**src/amtd_pkg.sv**
```systemverilog
// ----------------------------------------------------------------------------
// Apogee median threshold detector package
// Shared widths, register indexes, control types and reset values.
// ----------------------------------------------------------------------------
`timescale 1ns / 1ps

package amtd_pkg;

  localparam int DataW = 32;
  localparam int GainW = 17;
  localparam int FracW = 16;
  localparam int CfgIdxW = 1;

  // Sizes of the smoothing datapath.
  localparam int DiffW = DataW + 1;
  localparam int ProdW = DiffW + GainW + 1;
  localparam int QuotW = ProdW - FracW;
  localparam int SumW = QuotW + 1;

  localparam int WindowLengthDef = 8;

  localparam logic [GainW-1:0] GainOne = 17'd65536;
  localparam logic [GainW-1:0] GainReset = 17'd32768;
  localparam logic signed [DataW-1:0] ThresholdReset = 32'sd0;

  localparam logic [CfgIdxW-1:0] CfgIdxGain = 1'd0;
  localparam logic [CfgIdxW-1:0] CfgIdxThreshold = 1'd1;

  typedef enum logic [2:0] {
    ST_IDLE,
    ST_MUL,
    ST_FIL,
    ST_INS,
    ST_MED
  } state_e;

  // Stage enables from the sequencer to the smoothing unit.
  typedef struct packed {
    logic load;
    logic mul;
    logic fil;
  } smooth_ctl_t;

endpackage

```
**src/amtd_smoother.sv**
```systemverilog
// ----------------------------------------------------------------------------
// Exponential smoothing unit
// Computes prior + gain * (raw - prior) / 2^16 with truncation toward zero,
// saturated to 32 bits, over three enabled register stages.
// ----------------------------------------------------------------------------
`timescale 1ns / 1ps

module amtd_smoother (
  input  logic                                  clk_i,
  input  amtd_pkg::smooth_ctl_t                 ctl_i,
  input  logic signed [amtd_pkg::DataW-1:0]     raw_velocity_i,
  input  logic signed [amtd_pkg::DataW-1:0]     prior_velocity_i,
  input  logic        [amtd_pkg::GainW-1:0]     gain_i,
  output logic signed [amtd_pkg::DataW-1:0]     filt_o
);

  logic signed [amtd_pkg::DataW-1:0] raw_q;
  logic signed [amtd_pkg::DataW-1:0] prior_q;
  logic signed [amtd_pkg::DiffW-1:0] diff;
  logic signed [amtd_pkg::ProdW-1:0] diff_ext;
  logic signed [amtd_pkg::ProdW-1:0] gain_ext;
  logic signed [amtd_pkg::ProdW-1:0] prod_d;
  logic signed [amtd_pkg::ProdW-1:0] prod_q;
  logic signed [amtd_pkg::ProdW-1:0] prod_biased;
  logic signed [amtd_pkg::QuotW-1:0] quot;
  logic signed [amtd_pkg::SumW-1:0]  sum;
  logic signed [amtd_pkg::DataW-1:0] filt_d;
  logic signed [amtd_pkg::DataW-1:0] filt_q;
  logic                              sum_fits;

  always_comb begin
    diff = {raw_q[amtd_pkg::DataW-1], raw_q} - {prior_q[amtd_pkg::DataW-1], prior_q};
    diff_ext = {{(amtd_pkg::ProdW-amtd_pkg::DiffW){diff[amtd_pkg::DiffW-1]}}, diff};
    gain_ext = {{(amtd_pkg::ProdW-amtd_pkg::GainW){1'b0}}, gain_i};
    prod_d = diff_ext * gain_ext;
  end

  // A negative product is biased by 2^16 - 1 so the shift rounds toward zero.
  always_comb begin
    prod_biased = prod_q;
    if (prod_q[amtd_pkg::ProdW-1]) begin
      prod_biased = prod_q + {{(amtd_pkg::ProdW-amtd_pkg::FracW){1'b0}},
                              {amtd_pkg::FracW{1'b1}}};
    end
    quot = prod_biased[amtd_pkg::ProdW-1:amtd_pkg::FracW];
    sum = {{(amtd_pkg::SumW-amtd_pkg::DataW){prior_q[amtd_pkg::DataW-1]}}, prior_q}
        + {quot[amtd_pkg::QuotW-1], quot};
    sum_fits = (sum[amtd_pkg::SumW-1:amtd_pkg::DataW-1] == '0) ||
               (sum[amtd_pkg::SumW-1:amtd_pkg::DataW-1] == '1);
    if (sum_fits) begin
      filt_d = sum[amtd_pkg::DataW-1:0];
    end else if (sum[amtd_pkg::SumW-1]) begin
      filt_d = {1'b1, {(amtd_pkg::DataW-1){1'b0}}};
    end else begin
      filt_d = {1'b0, {(amtd_pkg::DataW-1){1'b1}}};
    end
  end

  always_ff @(posedge clk_i) begin
    if (ctl_i.load) begin
      raw_q <= raw_velocity_i;
      prior_q <= prior_velocity_i;
    end
    if (ctl_i.mul) begin
      prod_q <= prod_d;
    end
    if (ctl_i.fil) begin
      filt_q <= filt_d;
    end
  end

  assign filt_o = filt_q;

endmodule

```
**src/amtd_cell.sv**
```systemverilog
// ----------------------------------------------------------------------------
// Sorted window cell
// Holds one window value and its age. On each update the oldest value leaves
// the chain and the new value drops into its sorted place.
// ----------------------------------------------------------------------------
`timescale 1ns / 1ps

module amtd_cell #(
  parameter int AgeW = 3,
  parameter int Index = 0,
  parameter bit IsFirst = 1'b0,
  parameter bit IsLast = 1'b0,
  parameter logic [AgeW-1:0] LastAge = '1
) (
  input  logic                              clk_i,
  input  logic                              rst_ni,
  input  logic                              en_i,
  input  logic signed [amtd_pkg::DataW-1:0] new_i,
  input  logic                              evict_before_i,
  input  logic signed [amtd_pkg::DataW-1:0] left_val_i,
  input  logic        [AgeW-1:0]            left_age_i,
  input  logic                              left_le_i,
  input  logic signed [amtd_pkg::DataW-1:0] right_val_i,
  input  logic        [AgeW-1:0]            right_age_i,
  input  logic                              right_le_i,
  output logic signed [amtd_pkg::DataW-1:0] val_o,
  output logic        [AgeW-1:0]            age_o,
  output logic                              le_o,
  output logic                              evict_upto_o
);

  logic signed [amtd_pkg::DataW-1:0] val_q, val_d;
  logic        [AgeW-1:0]            age_q, age_d;
  logic                              evict_here;
  logic signed [amtd_pkg::DataW-1:0] c_val, p_val;
  logic        [AgeW-1:0]            c_age, p_age;
  logic                              c_le, p_le;

  // c is this slot of the chain with the evicted entry removed, p is the slot
  // to the left of it; each carries whether it sorts at or below the new value.
  always_comb begin
    evict_here = (age_q == LastAge);
    le_o = !(val_q > new_i);
    evict_upto_o = evict_before_i | evict_here;

    c_val = evict_upto_o ? right_val_i : val_q;
    c_age = evict_upto_o ? right_age_i : age_q;
    c_le = IsLast ? 1'b0 : (evict_upto_o ? right_le_i : le_o);

    p_val = evict_before_i ? val_q : left_val_i;
    p_age = evict_before_i ? age_q : left_age_i;
    p_le = IsFirst ? 1'b0 : (evict_before_i ? le_o : left_le_i);

    if (c_le) begin
      val_d = c_val;
      age_d = c_age + 1'b1;
    end else if (IsFirst || p_le) begin
      val_d = new_i;
      age_d = '0;
    end else begin
      val_d = p_val;
      age_d = p_age + 1'b1;
    end
  end

  always_ff @(posedge clk_i or negedge rst_ni) begin
    if (!rst_ni) begin
      val_q <= '0;
      age_q <= AgeW'(Index);
    end else if (en_i) begin
      val_q <= val_d;
      age_q <= age_d;
    end
  end

  assign val_o = val_q;
  assign age_o = age_q;

endmodule

```
**src/amtd_window.sv**
```systemverilog
// ----------------------------------------------------------------------------
// Sliding median window
// A chain of sorted cells kept in ascending order, with the median taken
// from the middle cells and compared against the threshold.
// ----------------------------------------------------------------------------
`timescale 1ns / 1ps

module amtd_window #(
  parameter int WindowLength = amtd_pkg::WindowLengthDef
) (
  input  logic                              clk_i,
  input  logic                              rst_ni,
  input  logic                              insert_i,
  input  logic signed [amtd_pkg::DataW-1:0] new_i,
  input  logic signed [amtd_pkg::DataW-1:0] threshold_i,
  output logic                              below_o
);

  localparam int AgeW = (WindowLength > 1) ? $clog2(WindowLength) : 1;
  localparam logic [AgeW-1:0] LastAge = AgeW'(WindowLength - 1);
  localparam int MidHi = WindowLength / 2;
  localparam int MidLo = (WindowLength % 2 == 0) ? MidHi - 1 : MidHi;

  logic signed [amtd_pkg::DataW-1:0] val_w [WindowLength];
  logic        [AgeW-1:0]            age_w [WindowLength];
  logic                              le_w  [WindowLength];
  logic                              evict_w [WindowLength];

  logic signed [amtd_pkg::DataW:0]   mid_sum;
  logic signed [amtd_pkg::DataW:0]   mid_adj;
  logic signed [amtd_pkg::DataW-1:0] median;

  for (genvar i = 0; i < WindowLength; i++) begin : g_cell
    logic signed [amtd_pkg::DataW-1:0] left_val, right_val;
    logic        [AgeW-1:0]            left_age, right_age;
    logic                              left_le, right_le, evict_before;

    if (i == 0) begin : g_head
      assign left_val = '0;
      assign left_age = '0;
      assign left_le = 1'b0;
      assign evict_before = 1'b0;
    end else begin : g_body
      assign left_val = val_w[i-1];
      assign left_age = age_w[i-1];
      assign left_le = le_w[i-1];
      assign evict_before = evict_w[i-1];
    end

    if (i == WindowLength - 1) begin : g_tail
      assign right_val = '0;
      assign right_age = '0;
      assign right_le = 1'b0;
    end else begin : g_next
      assign right_val = val_w[i+1];
      assign right_age = age_w[i+1];
      assign right_le = le_w[i+1];
    end

    amtd_cell #(
      .AgeW    (AgeW),
      .Index   (i),
      .IsFirst (i == 0),
      .IsLast  (i == WindowLength - 1),
      .LastAge (LastAge)
    ) u_cell (
      .clk_i          (clk_i),
      .rst_ni         (rst_ni),
      .en_i           (insert_i),
      .new_i          (new_i),
      .evict_before_i (evict_before),
      .left_val_i     (left_val),
      .left_age_i     (left_age),
      .left_le_i      (left_le),
      .right_val_i    (right_val),
      .right_age_i    (right_age),
      .right_le_i     (right_le),
      .val_o          (val_w[i]),
      .age_o          (age_w[i]),
      .le_o           (le_w[i]),
      .evict_upto_o   (evict_w[i])
    );
  end

  // For an odd length both middle taps name the same cell, and halving the
  // doubled value gives it back exactly. The sum is biased when negative so
  // the halving truncates toward zero.
  always_comb begin
    mid_sum = {val_w[MidLo][amtd_pkg::DataW-1], val_w[MidLo]}
            + {val_w[MidHi][amtd_pkg::DataW-1], val_w[MidHi]};
    mid_adj = mid_sum + {{amtd_pkg::DataW{1'b0}}, mid_sum[amtd_pkg::DataW]};
    median = mid_adj[amtd_pkg::DataW:1];
    below_o = (median < threshold_i);
  end

endmodule

```
**src/apogee_median_threshold_detector_core.sv**
```systemverilog
// ----------------------------------------------------------------------------
// Apogee median threshold detector
// Smooths a velocity sample, pushes it into a sorted sliding window and flags
// apogee when the window median falls below the descent threshold.
// ----------------------------------------------------------------------------
// An input transfer passes the smoother load, multiply and filter registers,
// then the window insert and the output register, one item at a time: a new
// item is taken only once the last reaches the output register; a stalled
// result held there holds the sequencer in the median compare step.
// Reset clears the window to zero and loads gain 0.5 and threshold zero;
// no clearing pass is needed.
`timescale 1ns / 1ps

module apogee_median_threshold_detector_core #(
  parameter int WindowLength = amtd_pkg::WindowLengthDef
) (
  input  logic                                  clk_i,
  input  logic                                  rst_ni,
  input  logic                                  in_valid_i,
  output logic                                  in_stall_o,
  input  logic signed [amtd_pkg::DataW-1:0]     raw_velocity_i,
  input  logic signed [amtd_pkg::DataW-1:0]     prior_velocity_i,
  output logic                                  out_valid_o,
  input  logic                                  out_stall_i,
  output logic signed [amtd_pkg::DataW-1:0]     smoothed_velocity_o,
  output logic                                  apogee_flag_o,
  input  logic                                  cfg_we_i,
  input  logic        [amtd_pkg::CfgIdxW-1:0]   cfg_index_i,
  input  logic        [amtd_pkg::DataW-1:0]     cfg_data_i
);

  amtd_pkg::state_e state_q, state_d;
  amtd_pkg::smooth_ctl_t smooth_ctl;

  logic        [amtd_pkg::GainW-1:0] gain_q;
  logic signed [amtd_pkg::DataW-1:0] threshold_q;
  logic        [amtd_pkg::GainW-1:0] cfg_gain;

  logic signed [amtd_pkg::DataW-1:0] filt;
  logic                              insert;
  logic                              below;
  logic                              out_load;
  logic                              out_valid_q, out_valid_d;
  logic signed [amtd_pkg::DataW-1:0] smoothed_q;
  logic                              flag_q;

  // Gains above 1.0 are held at 1.0.
  assign cfg_gain = (cfg_data_i[amtd_pkg::GainW-1:0] > amtd_pkg::GainOne) ?
                    amtd_pkg::GainOne : cfg_data_i[amtd_pkg::GainW-1:0];

  always_ff @(posedge clk_i or negedge rst_ni) begin
    if (!rst_ni) begin
      gain_q <= amtd_pkg::GainReset;
      threshold_q <= amtd_pkg::ThresholdReset;
    end else if (cfg_we_i) begin
      case (cfg_index_i)
        amtd_pkg::CfgIdxGain:      gain_q <= cfg_gain;
        amtd_pkg::CfgIdxThreshold: threshold_q <= cfg_data_i;
        default: ;
      endcase
    end
  end

  always_comb begin
    state_d = state_q;
    smooth_ctl = '0;
    insert = 1'b0;
    out_load = 1'b0;
    in_stall_o = 1'b1;
    case (state_q)
      amtd_pkg::ST_IDLE: begin
        in_stall_o = 1'b0;
        if (in_valid_i) begin
          smooth_ctl.load = 1'b1;
          state_d = amtd_pkg::ST_MUL;
        end
      end
      amtd_pkg::ST_MUL: begin
        smooth_ctl.mul = 1'b1;
        state_d = amtd_pkg::ST_FIL;
      end
      amtd_pkg::ST_FIL: begin
        smooth_ctl.fil = 1'b1;
        state_d = amtd_pkg::ST_INS;
      end
      amtd_pkg::ST_INS: begin
        insert = 1'b1;
        state_d = amtd_pkg::ST_MED;
      end
      amtd_pkg::ST_MED: begin
        // Hold here until the output register is free or being emptied.
        if (!out_valid_q || !out_stall_i) begin
          out_load = 1'b1;
          state_d = amtd_pkg::ST_IDLE;
        end
      end
      default: state_d = amtd_pkg::ST_IDLE;
    endcase
  end

  always_ff @(posedge clk_i or negedge rst_ni) begin
    if (!rst_ni) begin
      state_q <= amtd_pkg::ST_IDLE;
    end else begin
      state_q <= state_d;
    end
  end

  amtd_smoother u_smoother (
    .clk_i            (clk_i),
    .ctl_i            (smooth_ctl),
    .raw_velocity_i   (raw_velocity_i),
    .prior_velocity_i (prior_velocity_i),
    .gain_i           (gain_q),
    .filt_o           (filt)
  );

  amtd_window #(
    .WindowLength (WindowLength)
  ) u_window (
    .clk_i       (clk_i),
    .rst_ni      (rst_ni),
    .insert_i    (insert),
    .new_i       (filt),
    .threshold_i (threshold_q),
    .below_o     (below)
  );

  always_comb begin
    out_valid_d = out_valid_q;
    if (out_load) begin
      out_valid_d = 1'b1;
    end else if (!out_stall_i) begin
      out_valid_d = 1'b0;
    end
  end

  always_ff @(posedge clk_i or negedge rst_ni) begin
    if (!rst_ni) begin
      out_valid_q <= 1'b0;
    end else begin
      out_valid_q <= out_valid_d;
    end
  end

  always_ff @(posedge clk_i) begin
    if (out_load) begin
      smoothed_q <= filt;
      flag_q <= below;
    end
  end

  assign out_valid_o = out_valid_q;
  assign smoothed_velocity_o = smoothed_q;
  assign apogee_flag_o = flag_q;

endmodule
```
**config.mk**
```make
export PLATFORM = sky130hd
export DESIGN_NAME = apogee_median_threshold_detector_core
export DESIGN_NICKNAME = d
export VERILOG_FILES = /design/src/amtd_pkg.sv /design/src/amtd_smoother.sv /design/src/amtd_cell.sv /design/src/amtd_window.sv /design/src/apogee_median_threshold_detector_core.sv
export SDC_FILE = /design/constraint.sdc
export NUM_CORES = 2
export LEC_CHECK = 0
export ABC_AREA = 1
export BUFFER_PORTS_ARGS = -buffer_cell sky130_fd_sc_hd__buf_2
export CORE_MARGIN = 3
export CORE_UTILIZATION = 30
export CTS_CLUSTER_SIZE = 25
export DETAILED_ROUTE_END_ITERATION = 10
export MAX_ROUTING_LAYER = met4
export PLACE_DENSITY_LB_ADDON = 0.25
export SETUP_SLACK_MARGIN = 0.4
export SYNTH_ARGS = -nofsm -noshare
export SYNTH_HDL_FRONTEND = slang
export SYNTH_HIERARCHICAL = 1
export SYNTH_SLANG_ARGS = --single-unit
```
**constraint.sdc**
```tcl
create_clock -name clk_i -period 14.5 [get_ports clk_i]
set_input_delay 2.9 -clock clk_i [delete_from_list [all_inputs] [get_ports clk_i]]
set_output_delay 2.9 -clock clk_i [all_outputs]
set_load 0.02 [all_outputs]
```
==> results.yml <==
worst_setup_path:
  reg2reg_depth: 35
  regToRegSetupSlack_ns: 5.33
  slowest_delay_ns: 0.54
  required_ns: 14.95
  reg2reg_from: "u_smoother/prior_q[0]"
  timing.rr.end: "u_smoother/prod_q[46]"
  end_kind: "flip-flop"
  cp_max_fo: 11
  criticalPathCategory: "flip-flop to flip-flop"
  crit_arrival_ns: 9.62
  crit_path_start: "u_smoother/prior_q[0]"
  slowest_stage: "nand3b_1"
  cp-start-kind: "flip-flop"
  worst_path_most_repeated_cell: "inv_1"
drt:
  drc: 0
  avgRoutedWirePerCell_um: 20.06
  antenna_left: 0
  finalWirelength_um: 236500
  drtPass1Iterations: 8
  vias: 57754
  drtIter0Drc: 4758
  vias_per_cell: 4.897
clock_network:
  cts_resized: 0
  htreeDepth: 3
  cts_sinks: 513
  clk_latency_ns: 0.71
  numCtsBuffers: 71
  cts_tree: "yes"
  cts_root_buffer: "clkbuf_16"
  cts_buffer_depth: 3
  cts_setup_buffers: 0
  clkTransAtPathRegs_ns: 0.06
  ctsHoldBuffers: 0
synthesis:
  mappedNetlistArea_um2: 64340
  synthCells: 8878
  yosysWarnings: 6
  avgSynthCellArea_um2: 7.247
global_route:
  grt_pass1_vias: 57899
  gr-total-overflow: 0
  grt_pass1_wl_um: 359800
  antenna_found_initial: 10
  grt_max_degree: 139
  grt_util_all_layers_pct: 21.91
sta:
  final.period_utilization_pct: 63.27
  finalSetupViolCount: 0
  hold_viol_final: 0
  worst_pin_slew_ns: 1.322
  max_slew_margin_pct: 11.69
  tns_ns: 0
  maxSlewViolCount: 0
  max_freq_mhz: 109.0
  skew_ns: 0.04009
  grt_setup_unrepaired: "false"
  timing.final.crit_period_ns: 9.174
  fin_ws_ns: 5.326
final_layout:
  nFillCells: 22988
  drive_gt1_share_pct: 7.114
  nets: 10072
  regArea_um2: 13750
  final_area_um2: 70200
  fin_util_pct: 33.00
  area_growth_pct: 9.117
  multi_input_area_um2: 42330
floorplanning:
  num_rows: 169
  die_x_um: 469.1
  ioPinCount: 137
  chipHeight_um: 469.1
  core_area_um2: 212700
  die_area_um2: 220100
  initial_core_util_pct: 30.25
min_path:
  whs_endpoint: "gain_q[15]"
  hold_path_depth: 2
  worst_hold_path_type: "flip-flop to flip-flop"
  hp-start: "gain_q[15]"
placement:
  preCtsSetupSlack_ns: 5.478
  io_buffers: 136
  place.gp.congestion: 0.9644
  dpl.hpwl_um: 189700
  place_area_um2: 67760
run:
  drv_cap: 0
outcome:
  outcome: "complete, no violations"
## per-stage QoR
stage,instances,hold WS (ns)
2_1_floorplan,8880,0.4470
3_3_place_gp,11658,0.4667
3_5_place_dp,11658,0.4613
4_1_cts,11789,0.4716
5_1_grt,11790,0.4842
6_report,11793,0.4698
## worst max path at each step
stage               slack [ns]                     to  depth (start not counted)
finish                    5.33  u_smoother/prod_q[46]                         35
global route              5.00  u_smoother/prod_q[46]                         36
CTS                       5.44  u_smoother/prod_q[46]                         36
detailed placement        5.48  u_smoother/prod_q[50]                         36
global placement          5.34  u_smoother/prod_q[46]                         36
floorplan                 7.32  u_smoother/prod_q[49]                         31
## registers in the layout, summed over array words and instances (netlist names)
name and cells:
smoothed_velocity_o 32, state_q 3, apogee_flag_o 1, out_valid_o 1, u_window/g_cell.u_cell/age_o 24, u_smoother/raw_q 32
u_smoother/filt_o 32, u_smoother/prod_q 51, u_smoother/prior_q 32, u_window/g_cell.u_cell/val_o 256, threshold_q 32, gain_q 17
## routing by layer
metal  GRT usage [%]  routed length (um)  up-vias
li1                -                   -    27607
met1           28.14              103000    28102
met2           36.31              113300     1715
met3           2.350               12350      330
met4           6.637                7800        0
met5               -                   0        -
## final cells by class
| type | instances | area share (%) |
|---|---|---|
| multi-input combinational | 6306 | 60.30 |
| sequential | 513 | 19.59 |
| inverter | 1782 | 9.528 |
| tap | 2821 | 5.028 |
| clock buffer | 94 | 2.812 |
| timing repair buffer | 236 | 2.071 |
| clock inverter | 37 | 0.6559 |
| antenna | 4 | 0.01426 |
## cells in the final DEF, fill, tap and decap left out, drive strengths merged, types with 7 or more instances in the layout
cell / n
or2: 48
a21o: 29
o21bai: 21
fa: 539
clkinv: 25
nand3: 698
buf: 236
clkbuf: 94
a21boi: 44
mux2: 15
o21ai: 127
o21a: 23
edfxtp: 180
nor2: 1338
clkinvlp: 7
xnor2: 52
inv: 1780
nand4: 74
xor2: 94
nor4: 21
bufinv: 7
a31oi: 20
ha: 521
nand3b: 229
nand2: 1829
dfstp: 13
a21oi: 494
and2: 7
nor3: 44
dfrtp: 320
## worst max-delay path: cells and delay by family, from the launching register on
family                   cells  cell delay, ns
adder cells (fa/ha/maj)      9            3.90
AND/OR/NAND/NOR             13            2.94
AO/OA/AOI/OAI                4            0.93
buffers and inverters        8            0.66
flip-flops                   1            0.41
XOR/XNOR                     1            0.07
Power is left out: the tool's default activity adds up to more than one toggle a clock period on the data nets, which glitch-free logic cannot reach.
